$ cat config.mk
export PLATFORM = sky130hd
export DESIGN_NAME = mlp_divider
export DESIGN_NICKNAME = d
export VERILOG_FILES = /design/src/rtl/core/mlp_pkg.sv /design/src/rtl/core/mlp_divider.sv
export SDC_FILE = /design/constraint.sdc
export NUM_CORES = 1
export LEC_CHECK = 0
export BUFFER_PORTS_ARGS = -buffer_cell sky130_fd_sc_hd__buf_4
export CAP_MARGIN = 5
export CORE_ASPECT_RATIO = 0.75
export CORE_UTILIZATION = 40
export DETAILED_ROUTE_END_ITERATION = 10
export GPL_TIMING_DRIVEN = 0
export PLACE_DENSITY = 0.55
export SYNTH_ARGS = -nofsm -noshare
export SYNTH_HDL_FRONTEND = slang
export SYNTH_SLANG_ARGS = --single-unit
$ cat constraint.sdc
create_clock -name aclk -period 3 [get_ports aclk]
set_clock_uncertainty 0.05 [all_clocks]
set_input_delay 0 -clock aclk [delete_from_list [all_inputs] [get_ports aclk]]
set_output_delay 0 -clock aclk [all_outputs]
set_load 0.01 [all_outputs]
$ cat src/rtl/core/mlp_pkg.sv
// shared constants, types and functions for the mlp inference unit
package mlp_pkg;

    localparam int MaxLayers = 3;
    localparam int MaxWidth  = 16;
    localparam int DataBits  = 16;
    localparam int FracBits  = 12;
    localparam int AccBits   = 40;
    localparam int IdxBits   = 4;
    localparam int LayBits   = 2;
    localparam int WAddrBits = 10;

    localparam logic [1:0] OP_WEIGHT = 2'd0;
    localparam logic [1:0] OP_BIAS   = 2'd1;
    localparam logic [1:0] OP_INPUT  = 2'd2;

    localparam logic [2:0] CFG_LAYERS = 3'd0;
    localparam logic [2:0] CFG_WIN    = 3'd1;
    localparam logic [2:0] CFG_WONE   = 3'd2;
    localparam logic [2:0] CFG_WTWO   = 3'd3;
    localparam logic [2:0] CFG_WTHREE = 3'd4;

    typedef logic signed [DataBits-1:0] data_t;
    typedef logic signed [AccBits-1:0]  acc_t;

    // control from sequencer to the cell row
    typedef struct packed {
        logic             clear;
        logic             mac;
        logic             load;
        logic [IdxBits-1:0] sel;
    } cell_ctl_t;

    function automatic logic [16:0] sig_entry(input logic [4:0] k);
        logic [16:0] r;
        begin
            unique case (k)
                5'd0:  r = 17'd22;
                5'd1:  r = 17'd60;
                5'd2:  r = 17'd162;
                5'd3:  r = 17'd439;
                5'd4:  r = 17'd1179;
                5'd5:  r = 17'd3108;
                5'd6:  r = 17'd7812;
                5'd7:  r = 17'd17625;
                5'd8:  r = 17'd32768;
                5'd9:  r = 17'd47911;
                5'd10: r = 17'd57724;
                5'd11: r = 17'd62428;
                5'd12: r = 17'd64357;
                5'd13: r = 17'd65097;
                5'd14: r = 17'd65374;
                5'd15: r = 17'd65476;
                default: r = 17'd65514;
            endcase
            return r;
        end
    endfunction

    function automatic logic [4:0] eff_width(input logic [4:0] w);
        begin
            if (w == 5'd0) return 5'd1;
            if (w > 5'(MaxWidth)) return 5'(MaxWidth);
            return w;
        end
    endfunction

endpackage

$ cat src/rtl/core/mlp_divider.sv
// restoring divider for the probability normalization, one bit per cycle
module mlp_divider (
    input  logic        aclk,
    input  logic        aresetn,
    input  logic        start,
    input  logic [16:0] num,
    input  logic [20:0] den,
    output logic        done,
    output logic [15:0] quo
);
    import mlp_pkg::*;

    logic [33:0] rem_reg, rem_next;
    logic [33:0] dvd_reg, dvd_next;
    logic [33:0] q_reg, q_next;
    logic [20:0] den_reg, den_next;
    logic [5:0]  cnt_reg, cnt_next;
    logic        busy_reg, busy_next;
    logic        done_reg, done_next;
    logic [33:0] trial;

    always_comb begin
        rem_next  = rem_reg;
        dvd_next  = dvd_reg;
        q_next    = q_reg;
        den_next  = den_reg;
        cnt_next  = cnt_reg;
        busy_next = busy_reg;
        done_next = 1'b0;
        trial     = {rem_reg[32:0], dvd_reg[33]};
        if (start) begin
            rem_next  = '0;
            dvd_next  = {1'b0, num, 16'd0};
            q_next    = '0;
            den_next  = den;
            cnt_next  = 6'd34;
            busy_next = 1'b1;
        end else if (busy_reg) begin
            dvd_next = {dvd_reg[32:0], 1'b0};
            if (trial >= 34'(den_reg)) begin
                rem_next = trial - 34'(den_reg);
                q_next   = {q_reg[32:0], 1'b1};
            end else begin
                rem_next = trial;
                q_next   = {q_reg[32:0], 1'b0};
            end
            cnt_next = cnt_reg - 6'd1;
            if (cnt_reg == 6'd1) begin
                busy_next = 1'b0;
                done_next = 1'b1;
            end
        end
    end

    always_ff @(posedge aclk) begin
        if (!aresetn) begin
            busy_reg <= 1'b0;
            done_reg <= 1'b0;
            cnt_reg  <= '0;
        end else begin
            busy_reg <= busy_next;
            done_reg <= done_next;
            cnt_reg  <= cnt_next;
        end
        rem_reg <= rem_next;
        dvd_reg <= dvd_next;
        q_reg   <= q_next;
        den_reg <= den_next;
    end

    assign done = done_reg;
    assign quo  = (q_reg > 34'd65535) ? 16'hFFFF : q_reg[15:0];
endmodule

==> metrics.txt, run 1 <==
max reg flops 34; Pwr Total 0.00491 W; multi-input logic area 3020 um^2; data required time at the worst endpoint 3280 ps; # port buffers 57; yosys warns 0; Die ar. 15300 um^2; Min Hold Slack 251 ps; FF/Latch Area 2660 um^2; Critical Path Start Type register; # clock sinks 114; clock share of power 0.414; Net Sw Power 0.00137 W; FP Rows 38; largest net degree at the start of global routing 23; #FFs+latches synth 114; register area share after synthesis 0.448; Final nets 781; Net Sw Frac 0.280; via count 4797; most frequent cells in the layout nor2_1, dfxtp_1, buf_4; commonest non-fill, non-tap cell in the layout nor2_1; MaxCap Viol Count 0; CP Max Fanout 5; detailed-route DRC error count 0; CP Data Arrival Time 3140 ps; Post-synth EDFFs 38; post-DP HPWL 9930 um; Final Slew Violations 0; Rel. slew slack 0.448; Syn Std Cell Area 5940 um^2; Initial Utilization 0.410; Leak 3.24 nW; core area 14500 um^2; Post-Synthesis Cells 599; Congestion Overflow GR 0; worst-margin pin slew 828 ps; vias per inst 5.16; Async SR Flop Fraction 0; post-route minimum period 2870 ps; antenna violations before repair 0; HP Class in -> reg; critical path class reg -> reg; n_diodes 0; Mapped Nets 664; Seq pwr share 0.366; Comb pwr share 0.220; Root Buffer clkbuf_16; H-tree depth reported by CTS 4; worst vdd ir 0.000381 V; Crit. End Element register; TritonCTS Buffers 17; final setup fails 0; Layout area overhead 29.1%; count of cell types in the netlist 71; drt first-iter violations 291; status completed; Synth Flop Type dfxtp_1; 1st-pass router iterations 5; first-pass GRT wire length 23000 um; worst-case clock buffer depth 2; Die H 108 um; Hold Vio Cnt, Final 0; worst-skew pair later-pin latency 410 ps; post-synthesis area per instance 9.92 um^2; layout cell share with drive strength beyond 1 0.198; Layout Utilization 0.529; vias in the first global route 4506; Tot GR Track Use 0.198; fill cell count 1316; Peak Freq 0.349 GHz; RSZ-0062 raised after global routing true; CTS tree built; fin crit share 0.956; routed length per placed instance 15.3 um; clk slew on worst S/H paths 50 ps; DIE WIDTH 143 um; routed wire length 14200 um; antenna-violating nets left 0; GPL Wtd Cong 0.900; PD cells 640 nW/um^2; number of I/O pins 58; Pint 0.00353 W
stage by stage:
step                area, um^2  setup slack (ps)  std cells  TNS, ps
global route              7670             -36.3        929    -50.5
CTS                       7620             0.378        928        0
global placement          6620             -80.2        856     -377
finish                    7670               133        929        0
floorplan                 5940               492        599        0
detailed placement        6620              -120        856     -607
final cells by class:
class                   count  share of cell area
well taps                 200              0.0326
flip-flops and latches    114               0.347
inverters                  29              0.0142
multi-input cells         424               0.394
plain buffers              32              0.0243
repair buffers             98               0.109
clock inverters             7             0.00849
clock buffers              25              0.0703
final timing paths:
check | startpoint | to | slack, ps | cells after the start
worst max register to register | dvd_reg[33] | rem_reg[31] | 130 | 12
worst min register to register | dvd_reg[32] | dvd_reg[33] | 440 | 2
worst max-delay path | dvd_reg[33] | rem_reg[31] | 130 | 12
worst min-delay path | den[0] | den_reg[0] | 250 | 2
logic make-up after synthesis:
group           synth area share
flops                      0.448
fa+ha+maj                 0.0518
xor+xnor                  0.0457
buf+inv                   0.0495
mux                       0.0927
simple gates               0.177
compound gates             0.135
power groups by stage:
stage	clock network [W]	logic [W]	registers, W
detailed placement	0	0.00101	0.00182
finish	0.00203	0.00108	0.00180
floorplan	0	0.000773	0.00180
global route	0.00214	0.00119	0.00181
CTS	0.00207	0.00106	0.00179
global placement	0	0.000988	0.00182
critical path, cell delays in order (launching register included):
cell      delay [ps]
dfxtp_1          350
inv_1             50
ha_1             200
inv_1             70
fa_1             220
a21oi_2           80
or3_4            420
a21oi_4          210
o211ai_2         190
a211oi_4         370
nand4b_1         170
xor2_1           180
a211oi_1         230
Yosys cell counts (all sizes together) (8+ instances only):
| cell | number | share of area |
|---|---|---|
| nor2 | 86 | 0.054 |
| dfxtp | 76 | 0.26 |
| nand2 | 50 | 0.032 |
| edfxtp | 38 | 0.19 |
| mux2i | 37 | 0.062 |
| inv | 29 | 0.018 |
| a21oi | 27 | 0.025 |
| ha | 23 | 0.048 |
| clkbuf | 19 | 0.013 |
| nand2b | 19 | 0.020 |
| xnor2 | 19 | 0.028 |
| mux2 | 16 | 0.030 |
| a211oi | 13 | 0.018 |
| a311oi | 13 | 0.027 |
| buf | 12 | 0.017 |
| xor2 | 12 | 0.018 |
| nand3 | 11 | 0.0093 |
| o21ai | 10 | 0.0084 |
| nor3 | 9 | 0.0076 |
| nor4 | 8 | 0.012 |
timing repair:
item,CTS,global route
hold buffers,40,0
buffers inserted,0,1
resized for setup,1,9
hold endpoints to repair,67,0
pin swaps,0,1
endpoints found under the setup margin,9,26
routing by layer:
layer  vias to the layer above  part of all wire  global-route usage
met4                         0             0.017              0.0860
met1                      2279              0.52               0.292
met5                         -                 0                   0
li1                       2361                 -                   -
met2                       137              0.41               0.278
met3                        20             0.057              0.0387
No activity file was read; power rests on OpenSTA's default activity.
==> run 2, diff against run 1 <==
CORE_MARGIN = 1.5   (was default)
CORE_UTILIZATION = 30   (was 40)
PLACE_DENSITY = 0.43   (was 0.55)
==> run 2 against run 1 <==
  * Non-clock buffer count up 2
  * Via count down 2.5%
  * Worst setup slack better by 70 ps
  * Cell count up 5.9%
  * Final area up 1.7%
  * Clock-buffer cell count down 6
  * Register-to-register slack better by 70 ps
  * Sequential power about the same
  * Routed wire length up 2.4%
  * Sequential share of layout area down 0.59 points
  * Hold slack better by 1.3 ps
  * Core utilization down 13 points
  * Critical path type unchanged
  * Critical endpoint is now rem_reg[24]
==> metrics.txt, run 2 (synthesis gave the netlist of run 1 again) <==
# port buffers 57; Min Hold Slack 253 ps; vias per inst 4.75; Net Sw Frac 0.281; Seq pwr share 0.358; Critical path destination rem_reg[24]; FP Rows 44; Final Cell Area 7800 um^2; n_diodes 0; RSZ-0062 raised after global routing false; placed inst area 6680 um^2; routed length per placed instance 14.8 um; detailed-route DRC error count 0; layout cell share with drive strength beyond 1 0.207; vias in the first global route 4635; Pint 0.00360 W; worst-margin pin slew 757 ps; first-pass GRT wire length 24100 um; FF/Latch Area 2660 um^2; antenna violations before repair 0; drt first-iter violations 190; Post-Place Worst Slack -92.2 ps; Congestion Overflow GR 0; largest net degree at the start of global routing 23; multi-input logic area 3050 um^2; H-tree depth reported by CTS 4; post-DP HPWL 10300 um; DIE WIDTH 165 um; Final Slew Violations 0; HP Class in -> reg; CP Max Fanout 4; data required time at the worst endpoint 3270 ps; most frequent cells in the layout nor2_1, dfxtp_1, buf_4; PD cells 643 nW/um^2; MaxCap Viol Count 0; Critical Path Start Type register; Root Buffer clkbuf_16; # clock sinks 114; R2R cell count 12; Leak 3.25 nW; fin crit share 0.932; worst-case clock buffer depth 2; clk slew on worst S/H paths 60 ps; register-to-register setup slack 200 ps; Rel. slew slack 0.495; number of I/O pins 58; post-route minimum period 2800 ps; Layout area overhead 31.3%; fill cell count 1983; final setup fails 0; core area 19400 um^2; Die H 125 um; Worst Setup SP dvd_reg[33]; CP Data Arrival Time 3070 ps; Crit. End Element register; CTS tree built; Hold Vio Cnt, Final 0; 1st-pass router iterations 4; Tot GR Track Use 0.151; Final nets 783; RR Startpoint dvd_reg[33]; clock share of power 0.424; GPL Wtd Cong 0.807; via count 4675; worst-skew pair later-pin latency 410 ps; antenna-violating nets left 0; Comb pwr share 0.218; commonest non-fill, non-tap cell in the layout nor2_1; critical path class reg -> reg; Pwr Total 0.00502 W; Net Sw Power 0.00141 W; FF-to-FF End rem_reg[24]; worst vdd ir 0.000341 V; Die ar. 20700 um^2; TritonCTS Buffers 17; Setup WS post-layout 204 ps; routed wire length 14600 um; Initial Utilization 0.306; Peak Freq 0.358 GHz; max reg flops 34; status completed
## run 2: power by group through the flow
stage	Combinational [W]	Sequential, W	Clock [W]
finish	0.00110	0.00179	0.00213
floorplan	0.000773	0.00180	0
CTS	0.00106	0.00179	0.00218
global placement	0.00101	0.00182	0
global route	0.00122	0.00181	0.00226
detailed placement	0.00101	0.00183	0
## run 2: layout make-up
type	instances	area share
plain buffers	32	0.0247
clock buffers	19	0.0555
clock inverters	13	0.0236
inverters	29	0.0140
multi-input cells	424	0.391
flip-flops and latches	114	0.341
well taps	253	0.0406
repair buffers	100	0.109
## run 2: per-layer routing
layer	routed length, um	share of wire	GRT usage	vias to the layer above
li1	-	-	-	2358
met2	5760	0.39	0.204	105
met1	7750	0.53	0.229	2199
met5	0	0	0	-
met3	905	0.062	0.0440	13
met4	166	0.011	0.0410	0
## run 2: worst min path at each step
stage	startpoint	end	slack, ps	cells past startpoint
after floorplan	den[0]	den_reg[0]	50	0
after global placement	den[9]	den_reg[9]	130	1
after detailed placement	den[3]	den_reg[3]	130	1
after CTS	den[7]	den_reg[7]	230	2
after global routing	den[3]	den_reg[3]	240	2
final	den[5]	den_reg[5]	250	2
## run 2: critical path, cell delays in order, from the launching register on
cell	delay, ps
dfxtp_1	340
inv_1	50
ha_1	200
inv_1	70
fa_1	220
a21oi_2	80
or3_4	410
a21oi_4	210
o21bai_1	150
a21oi_2	300
and4bb_2	290
xnor2_1	120
a211oi_1	220
## run 2: timing repair
action | CTS | global route
gates resized for setup | 2 | 16
endpoints found under the setup margin | 19 | 28
setup buffers | 0 | 3
endpoints found under the hold margin | 67 | 0
hold buffers | 40 | 0
pin swaps | 0 | 6
## run 2: through the flow
step	TNS (ps)	instances	util
2_1_floorplan	0	599	-
3_3_place_gp	-334	909	0.345
3_5_place_dp	-319	909	0.345
4_1_cts	0	981	0.398
5_1_grt	0	984	0.402
6_report	0	984	0.402
