--- config.mk ---
export PLATFORM = sky130hd
export DESIGN_NAME = mlp_cell
export DESIGN_NICKNAME = d
export VERILOG_FILES = /design/src/rtl/core/mlp_pkg.sv /design/src/rtl/core/mlp_cell.sv
export SDC_FILE = /design/constraint.sdc
export NUM_CORES = 1
export LEC_CHECK = 0
export ABC_CLOCK_PERIOD_IN_PS = 7500
export BUFFER_PORTS_ARGS = -buffer_cell sky130_fd_sc_hd__buf_4
export CAP_MARGIN = 25
export CELL_PAD_IN_SITES_DETAIL_PLACEMENT = 0
export CELL_PAD_IN_SITES_GLOBAL_PLACEMENT = 2
export CORE_ASPECT_RATIO = 1.4
export CORE_MARGIN = 3
export CORE_UTILIZATION = 40
export CTS_CLUSTER_SIZE = 20
export DETAILED_ROUTE_END_ITERATION = 8
export PLACE_DENSITY_LB_ADDON = 0.1
export REMOVE_ABC_BUFFERS = 1
export SETUP_SLACK_MARGIN = 0.15
export SYNTH_ARGS = -nofsm -noshare
export SYNTH_HDL_FRONTEND = slang
export SYNTH_SLANG_ARGS = --single-unit
export TNS_END_PERCENT = 20
--- constraint.sdc ---
create_clock -name aclk -period 7.5 [get_ports aclk]
set_input_delay 0.375 -clock aclk [delete_from_list [all_inputs] [get_ports aclk]]
set_output_delay 0.375 -clock aclk [all_outputs]
set_load 0.02 [all_outputs]
--- src/rtl/core/mlp_pkg.sv ---
// shared constants, types and functions for the mlp inference unit
package mlp_pkg;

    localparam int MaxLayers = 3;
    localparam int MaxWidth  = 16;
    localparam int DataBits  = 16;
    localparam int FracBits  = 12;
    localparam int AccBits   = 40;
    localparam int IdxBits   = 4;
    localparam int LayBits   = 2;
    localparam int WAddrBits = 10;

    localparam logic [1:0] OP_WEIGHT = 2'd0;
    localparam logic [1:0] OP_BIAS   = 2'd1;
    localparam logic [1:0] OP_INPUT  = 2'd2;

    localparam logic [2:0] CFG_LAYERS = 3'd0;
    localparam logic [2:0] CFG_WIN    = 3'd1;
    localparam logic [2:0] CFG_WONE   = 3'd2;
    localparam logic [2:0] CFG_WTWO   = 3'd3;
    localparam logic [2:0] CFG_WTHREE = 3'd4;

    typedef logic signed [DataBits-1:0] data_t;
    typedef logic signed [AccBits-1:0]  acc_t;

    // control from sequencer to the cell row
    typedef struct packed {
        logic             clear;
        logic             mac;
        logic             load;
        logic [IdxBits-1:0] sel;
    } cell_ctl_t;

    function automatic logic [16:0] sig_entry(input logic [4:0] k);
        logic [16:0] r;
        begin
            unique case (k)
                5'd0:  r = 17'd22;
                5'd1:  r = 17'd60;
                5'd2:  r = 17'd162;
                5'd3:  r = 17'd439;
                5'd4:  r = 17'd1179;
                5'd5:  r = 17'd3108;
                5'd6:  r = 17'd7812;
                5'd7:  r = 17'd17625;
                5'd8:  r = 17'd32768;
                5'd9:  r = 17'd47911;
                5'd10: r = 17'd57724;
                5'd11: r = 17'd62428;
                5'd12: r = 17'd64357;
                5'd13: r = 17'd65097;
                5'd14: r = 17'd65374;
                5'd15: r = 17'd65476;
                default: r = 17'd65514;
            endcase
            return r;
        end
    endfunction

    function automatic logic [4:0] eff_width(input logic [4:0] w);
        begin
            if (w == 5'd0) return 5'd1;
            if (w > 5'(MaxWidth)) return 5'(MaxWidth);
            return w;
        end
    endfunction

endpackage

--- src/rtl/core/mlp_cell.sv ---
// one neuron accumulator cell, shifts its result along the row when loading
module mlp_cell (
    input  logic                 aclk,
    input  mlp_pkg::cell_ctl_t   ctl,
    input  mlp_pkg::data_t       act,
    input  mlp_pkg::data_t       weight,
    input  mlp_pkg::data_t       bias,
    input  logic                 bias_en,
    input  mlp_pkg::acc_t        shift_in,
    output mlp_pkg::acc_t        acc
);
    import mlp_pkg::*;

    acc_t acc_reg, acc_next;
    logic signed [2*DataBits-1:0] prod;

    assign prod = act * weight;

    always_comb begin
        acc_next = acc_reg;
        priority if (ctl.clear) begin
            acc_next = bias_en ? (AccBits'(bias) <<< FracBits) : '0;
        end else if (ctl.load) begin
            acc_next = shift_in;
        end else if (ctl.mac) begin
            acc_next = acc_reg + AccBits'(prod);
        end
    end

    always_ff @(posedge aclk) begin
        acc_reg <= acc_next;
    end

    assign acc = acc_reg;
endmodule

==> results.cfg, run 1 <==
[status]
status = finished, final reports clean

[grt]
grt_max_degree = 51
use_met1 = 0.268
grt_pass1_vias = 11628
grt_use_total = 0.219
antenna_found_initial = 0
grtUsageMet3 = 0.0238
grt_first_pass_wirelength_um = 65000
use_met2 = 0.415
grt-busiest-layer = met2
grt-ovfl-total = 0

[cts]
cts_setup_buffers = 0
cts_hold_buf = 0
cts-root-to-sink-buffers = 2
cts.sinks = 40
cts_resized = 0
cts.clk_slew.worst_paths_ns = 0.07
clock_latency_ns = 0.31
root_buffer = clkbuf_16
cts_max_level = 2
cts_buffers = 5
cts_tree = done

[detailed_routing]
vias = 10429
wl_per_cell_um = 19.1
drc_errors = 0
via_per_inst = 4.98
drt_iter0_drc = 451
postRouteAntennaNets = 0
wl_um = 39900
firstDrtPassIters = 5

[layout]
utilization = 0.453
largest_reg_flops = 40
insertedDiodeCount = 0
drive_gt1_frac = 0.0984
nets = 2178
area.growth.synth_to_final_pct = 11.2

[timing]
hold_violations = 0
drv_slew = 0
max_freq_mhz = 150
fin_crit_sh = 0.888
fin_ws_ns = 0.839
final.setup.tns_ns = 0
setup_viol = 0
finalClockSkew_ns = 0.00384
rsz0062_at_grt = false
tightest_slew_ns = 0.803
max_slew_margin = 0.464
whs_ns = 0.353
min_period_ns = 6.66

[setup_path]
crit_fanout = 16
arrival_ns = 6.71
startpoint = weight[1]
rr_worst_depth = 17
r2r-start = acc[9]$_SDFFCE_PP0P_
start_kind = primary input
end_kind = register
crit_required_ns = 7.55
worstSetupPathType = primary input to register

[synth]
ys_seq_area_frac = 0.0841
synth-seq-cells = 40
yosys_warnings = 0
synthCells = 1539
synth_area_um2 = 14300
yosys.cell_types.count = 56
synth-edff-count = 40
async_flop_share = 0
synth_flop_cell = edfxtp_1
synth_area_per_cell_um2 = 9.28

[floorplanning]
design.core.area_um2 = 35100
die_h_um = 230
fp.dieArea_um2 = 38000
num_rows = 81
initial_core_util = 0.407
ios = 137
fp.dieW_um = 166

[placed_design]
io_buffers = 132
dp_slack_ns = 0.513
hpwl_um = 33500
globalplace.congestion = 0.831

[run]
drv_cap = 0

[min_path]
hold_start = shift_in[31]
min_path_type = primary input to register
whs_path_depth = 3
cells by family (layout without fill, tap and decap cells):
family / after synthesis / count (layout) / synth area share
xor+xnor: 40 / 40 / 0.0245
mux: 8 / 8 / 0.00561
compound gates: 164 / 164 / 0.0725
buf+inv: 459 / 557 / 0.121
simple gates: 383 / 383 / 0.129
fa+ha+maj: 445 / 445 / 0.563
flops: 40 / 40 / 0.0841
layout make-up:
class | instances | area [µm²]
fill | 3609 | 19200
multi-input combinational | 1040 | 11400
inverter | 409 | 1540
sequential | 40 | 1200
timing repair buffer | 140 | 1050
tap | 456 | 571
clock buffer | 5 | 125
clock inverter | 3 | 42.5
worst max-delay path, cell delays in order:
cell and delay (ns):
buf_4 0.19, nand2_1 0.17, inv_1 0.09, fa_1 0.56
fa_1 0.56, inv_1 0.22, fa_1 0.70, fa_1 0.56
inv_1 0.05, fa_1 0.53, inv_1 0.05, fa_1 0.47
inv_1 0.04, ha_1 0.35, a21o_1 0.21, a21o_1 0.17
a21oi_1 0.18, o21ai_0 0.15, a221o_1 0.31, a41oi_1 0.33
a21oi_1 0.17, xnor2_1 0.19, o21ai_1 0.07
placed cells by master, fill, tap and decap left out, types with 12 or more instances in the layout:
| cell type | count |
|---|---|
| nand2_1 | 161 |
| ha_1 | 115 |
| xnor2_1 | 25 |
| o21ai_1 | 16 |
| o21ai_0 | 30 |
| fa_1 | 330 |
| nor2_1 | 60 |
| buf_4 | 140 |
| and2_1 | 117 |
| inv_1 | 409 |
| xor2_1 | 15 |
| a21oi_1 | 58 |
| a21o_1 | 12 |
| edfxtp_1 | 40 |
stage by stage:
step | cell area, µm² | instances
after CTS | 15900 | 2093
final | 15900 | 2093
after detailed placement | 15700 | 2085
after global placement | 15700 | 2085
after global routing | 15900 | 2093
after floorplan | 14100 | 1489
metal layers:
layer	vias to the layer above	share of wire	wire length [µm]
met5	-	0	0
met4	0	0.021	833
met3	40	0.032	1280
met2	201	0.55	21900
met1	5408	0.40	15900
li1	4780	-	-
synthesized netlist by cell type, drive strengths merged (5+ instances only):
| cell | count | share of area |
|---|---|---|
| a21o | 12 | 0.0063 |
| nor2 | 60 | 0.016 |
| and2 | 117 | 0.051 |
| xor2 | 15 | 0.0092 |
| ha | 115 | 0.10 |
| a21oi | 60 | 0.022 |
| nand2b | 6 | 0.0026 |
| fa | 330 | 0.46 |
| nor2b | 6 | 0.0026 |
| nor3 | 7 | 0.0025 |
| a211oi | 5 | 0.0026 |
| o21bai | 5 | 0.0026 |
| a31oi | 5 | 0.0022 |
| edfxtp | 40 | 0.084 |
| xnor2 | 25 | 0.015 |
| mux2i | 8 | 0.0056 |
| clkbuf | 46 | 0.012 |
| o21ai | 48 | 0.017 |
| nand2 | 162 | 0.043 |
| nand3 | 7 | 0.0025 |
| inv | 409 | 0.11 |
final timing paths:
| check | end | slack (ns) |
|---|---|---|
| min reg2reg | acc[0]$_SDFFCE_PP0P_ | 0.75 |
| min | acc[31]$_DFFE_PP_ | 0.35 |
| max reg2reg | acc[32]$_DFFE_PP_ | 1.90 |
| max | acc[39]$_DFFE_PP_ | 0.84 |
Power of run 1 is not shown: default switching activity piles up to over one toggle a cycle in this logic, so the estimate is an artifact.
==> run 2: changes to the inputs <==
- BUFFER_PORTS_ARGS: -buffer_cell sky130_fd_sc_hd__buf_4 -> -buffer_cell sky130_fd_sc_hd__buf_2
==> results.cfg, run 2 (synthesized netlist as in run 1, its figures left out) <==
[cts]
cts_max_level = 2
cts_setup_buffers = 0
cts-root-to-sink-buffers = 2
cts_resized = 0
cts_tree = done
cts_hold_buf = 0
root_buffer = clkbuf_16
cts.sinks = 40
cts_buffers = 5
cts.clk_slew.worst_paths_ns = 0.07
clock_latency_ns = 0.32

[timing]
max_slew_margin = 0.381
min_period_ns = 6.73
setup_viol = 0
finalClockSkew_ns = 0.0151
max_freq_mhz = 149
fin_crit_sh = 0.897
rsz0062_at_grt = false
whs_ns = 0.347
final.setup.tns_ns = 0
drv_slew = 0
hold_violations = 0
tightest_slew_ns = 0.926

[floorplanning]
die_h_um = 230
fp.dieArea_um2 = 38000
design.core.area_um2 = 35100
initial_core_util = 0.407
num_rows = 81
fp.dieW_um = 166
ios = 137

[layout]
fill_cells = 3589
multi_input_area_um2 = 11400
nets = 2191
final_cell_mix = inv_1 (409), fa_1 (330), nand2_1 (161)
seqCellArea_um2 = 1200
fin_cells = 2106
drive_gt1_frac = 0.105
layout_commonest_cell = inv_1
insertedDiodeCount = 0
largest_reg_flops = 40
area.growth.synth_to_final_pct = 9.54
utilization = 0.446

[grt]
grt_max_degree = 51
grt_first_pass_wirelength_um = 65800
antenna_found_initial = 1
grt_use_total = 0.225
grt_pass1_vias = 11686
grt-ovfl-total = 0

[setup_path]
crit_fanout = 16
end_kind = register
worstSetupPathType = primary input to register
start_kind = primary input
arrival_ns = 6.77
crit_required_ns = 7.54
r2r_slack_ns = 1.91

[detailed_routing]
wl_per_cell_um = 19.3
drc_errors = 0
wl_met3_um = 1670
wl_met1_um = 15800
wl_um = 40500
vias = 10510
via_per_inst = 4.99
postRouteAntennaNets = 0
drt_iter0_drc = 637
firstDrtPassIters = 5
routed.top_layer = met4
wl_met2_um = 21500

[run]
drv_cap = 0

[placed_design]
globalplace.congestion = 0.835
hpwl_um = 34400
dp.cells = 2098
io_buffers = 132

[status]
status = finished, final reports clean

[min_path]
min_path_type = primary input to register
-- run 2: changes by cell type in the layout (fill, tap and decap cells not counted) --
| cell | previous run | this run |
|---|---|---|
| buf_2 | 0 | 132 |
| buf_4 | 140 | 21 |
-- run 2: worst max-delay path, stage by stage --
cell	delay, ns
buf_2	0.35
nand2_1	0.22
fa_1	0.58
inv_1	0.07
fa_1	0.44
inv_1	0.39
fa_1	0.50
inv_1	0.10
fa_1	0.41
fa_1	0.49
inv_1	0.05
fa_1	0.48
inv_1	0.05
ha_1	0.43
nand4_1	0.23
nor2_1	0.19
nand2_1	0.13
nor3_1	0.21
o21ai_1	0.13
a21oi_1	0.27
buf_4	0.18
a21boi_0	0.09
xor2_1	0.26
o21ai_0	0.14
-- run 2: per-stage QoR --
step,cell area [µm²],setup WS (ns)
2_1_floorplan,14100,1.24
3_3_place_gp,15500,0.421
3_5_place_dp,15500,0.396
4_1_cts,15600,0.716
5_1_grt,15600,0.376
6_report,15600,0.774
-- run 2: layer usage --
| metal | vias to the layer above | GRT usage |
|---|---|---|
| li1 | 4807 | - |
| met5 | - | 0 |
| met2 | 280 | 0.413 |
| met4 | 0 | 0.0728 |
| met3 | 60 | 0.0228 |
| met1 | 5363 | 0.277 |
-- run 2: final cells by class --
| type | instances | share of cell area |
|---|---|---|
| Tap cell | 456 | 0.0365 |
| Timing Repair Buffer | 153 | 0.0523 |
| Sequential cell | 40 | 0.0768 |
| Clock inverter | 3 | 0.00272 |
| Clock buffer | 5 | 0.00800 |
| Inverter | 409 | 0.0981 |
| Multi-Input combinational cell | 1040 | 0.726 |
-- run 2: final timing paths --
path | to | cells after the start | from
max reg2reg | acc[32]$_DFFE_PP_ | 20 | acc[15]$_DFFE_PP_
max | acc[33]$_DFFE_PP_ | 24 | weight[4]
min reg2reg | acc[0]$_SDFFCE_PP0P_ | 3 | acc[0]$_SDFFCE_PP0P_
min | acc[26]$_DFFE_PP_ | 3 | bias[14]
Power of run 2 is left out for the same reason.
==> run 3: changes to the inputs <==
- PLACE_DENSITY: not set -> 0.89
- PLACE_DENSITY_LB_ADDON: 0.1 -> not set
==> results.cfg, run 3 (synthesized netlist as in run 1, its figures left out) <==
[status]
status = finished, final reports clean

[detailed_routing]
via_per_inst = 5.00
vias = 10511
wl_met2_um = 21500
drc_errors = 0
wl_met3_um = 1040
drt_iter0_drc = 399
wl_met1_um = 15000
firstDrtPassIters = 5
postRouteAntennaNets = 0
routed.top_layer = met5
wl_per_cell_um = 18.3
wl_um = 38500

[min_path]
min_path_type = primary input to register

[placed_design]
io_buffers = 132
hpwl_um = 32700
globalplace.congestion = 0.868

[timing]
setup_viol = 0
finalClockSkew_ns = 0.00424
tightest_slew_ns = 0.806
final.setup.tns_ns = 0
drv_slew = 0
max_slew_margin = 0.461
fin_crit_sh = 0.905
min_period_ns = 6.79
max_freq_mhz = 147
hold_violations = 0
rsz0062_at_grt = false

[layout]
seqCellArea_um2 = 1200
final_cell_mix = inv_1 (409), fa_1 (330), nand2_1 (161)
utilization = 0.446
multi_input_area_um2 = 11400
area.growth.synth_to_final_pct = 9.42
drive_gt1_frac = 0.102
layout_commonest_cell = inv_1
fill_cells = 3551
insertedDiodeCount = 0
nets = 2186
largest_reg_flops = 40

[setup_path]
slowest_stage = fa_1
worst-path-buf-inv = 6
crit_fanout = 10
arrival_ns = 6.84
crit_chain = buf_2 -> nand2_1 -> inv_1 -> fa_1 -> fa_1 -> inv_1 -> fa_1 -> fa_1 -> inv_1 -> fa_1 -> inv_1 -> fa_1 -> inv_1 -> ha_1 -> a21o_1 -> a21o_1 -> a21oi_1 -> o21ai_0 -> a221o_1 -> a41oi_1 -> a21oi_1 -> xnor2_1 -> o21ai_1
end_kind = register
cp_common_cell = fa_1
critical-path-max-stage-delay_ns = 0.78
crit_family = adder cells
crit_required_ns = 7.55
worstSetupPathType = primary input to register
start_kind = primary input

[cts]
cts.sinks = 40
cts_tree = done
root_buffer = clkbuf_16
cts_resized = 0
cts.clk_slew.worst_paths_ns = 0.07
cts_hold_buf = 0
cts-root-to-sink-buffers = 2
clock_latency_ns = 0.30
cts_buffers = 5
cts_max_level = 2
cts_setup_buffers = 0

[floorplanning]
design.core.area_um2 = 35100
num_rows = 81
ios = 137
initial_core_util = 0.407
fp.dieW_um = 166
fp.dieArea_um2 = 38000
die_h_um = 230

[grt]
antenna_found_initial = 1
grt_first_pass_wirelength_um = 62900
grt-ovfl-total = 0
grt_pass1_vias = 11954
grt_use_total = 0.210
grt_max_degree = 51

[run]
drv_cap = 0
-- run 3: worst min-delay path: cells and delay by family --
kind,cells,cell delay [ns]
buffers and inverters,1,0.08
AND/OR/NAND/NOR,1,0.03
AO/OA/AOI/OAI,1,0.05
-- run 3: final cells by class --
class                      count  area share
inverter                     409      0.0982
timing repair buffer         148      0.0512
clock inverter                 3     0.00272
tap                          456      0.0365
sequential                    40      0.0769
multi-input combinational   1040       0.726
clock buffer                   5     0.00801
-- run 3: layer usage --
layer,vias to the layer above,global-route usage
met2,202,0.406
met1,5456,0.250
met5,-,0
met4,2,0.0505
met3,50,0.0173
li1,4801,-
-- run 3: per-stage QoR --
step,area [µm²],instances,setup slack [ns],hold WS (ns)
after floorplan,14100,1489,1.24,0.560
after global placement,15400,2092,0.475,0.655
after detailed placement,15400,2092,0.383,0.659
after CTS,15600,2100,0.702,0.338
after global routing,15600,2101,0.359,0.367
final,15600,2101,0.711,0.342
-- run 3: worst paths after layout --
kind | cells after the start | slack [ns] | startpoint | to
worst max-delay path | 23 | 0.71 | act[15] | acc[39]$_DFFE_PP_
worst min-delay path | 3 | 0.34 | bias[2] | acc[14]$_DFFE_PP_
worst max register to register | 20 | 1.81 | acc[15]$_DFFE_PP_ | acc[39]$_DFFE_PP_
worst min register to register | 3 | 0.74 | acc[0]$_SDFFCE_PP0P_ | acc[0]$_SDFFCE_PP0P_
Power of run 3 is left out for the same reason.
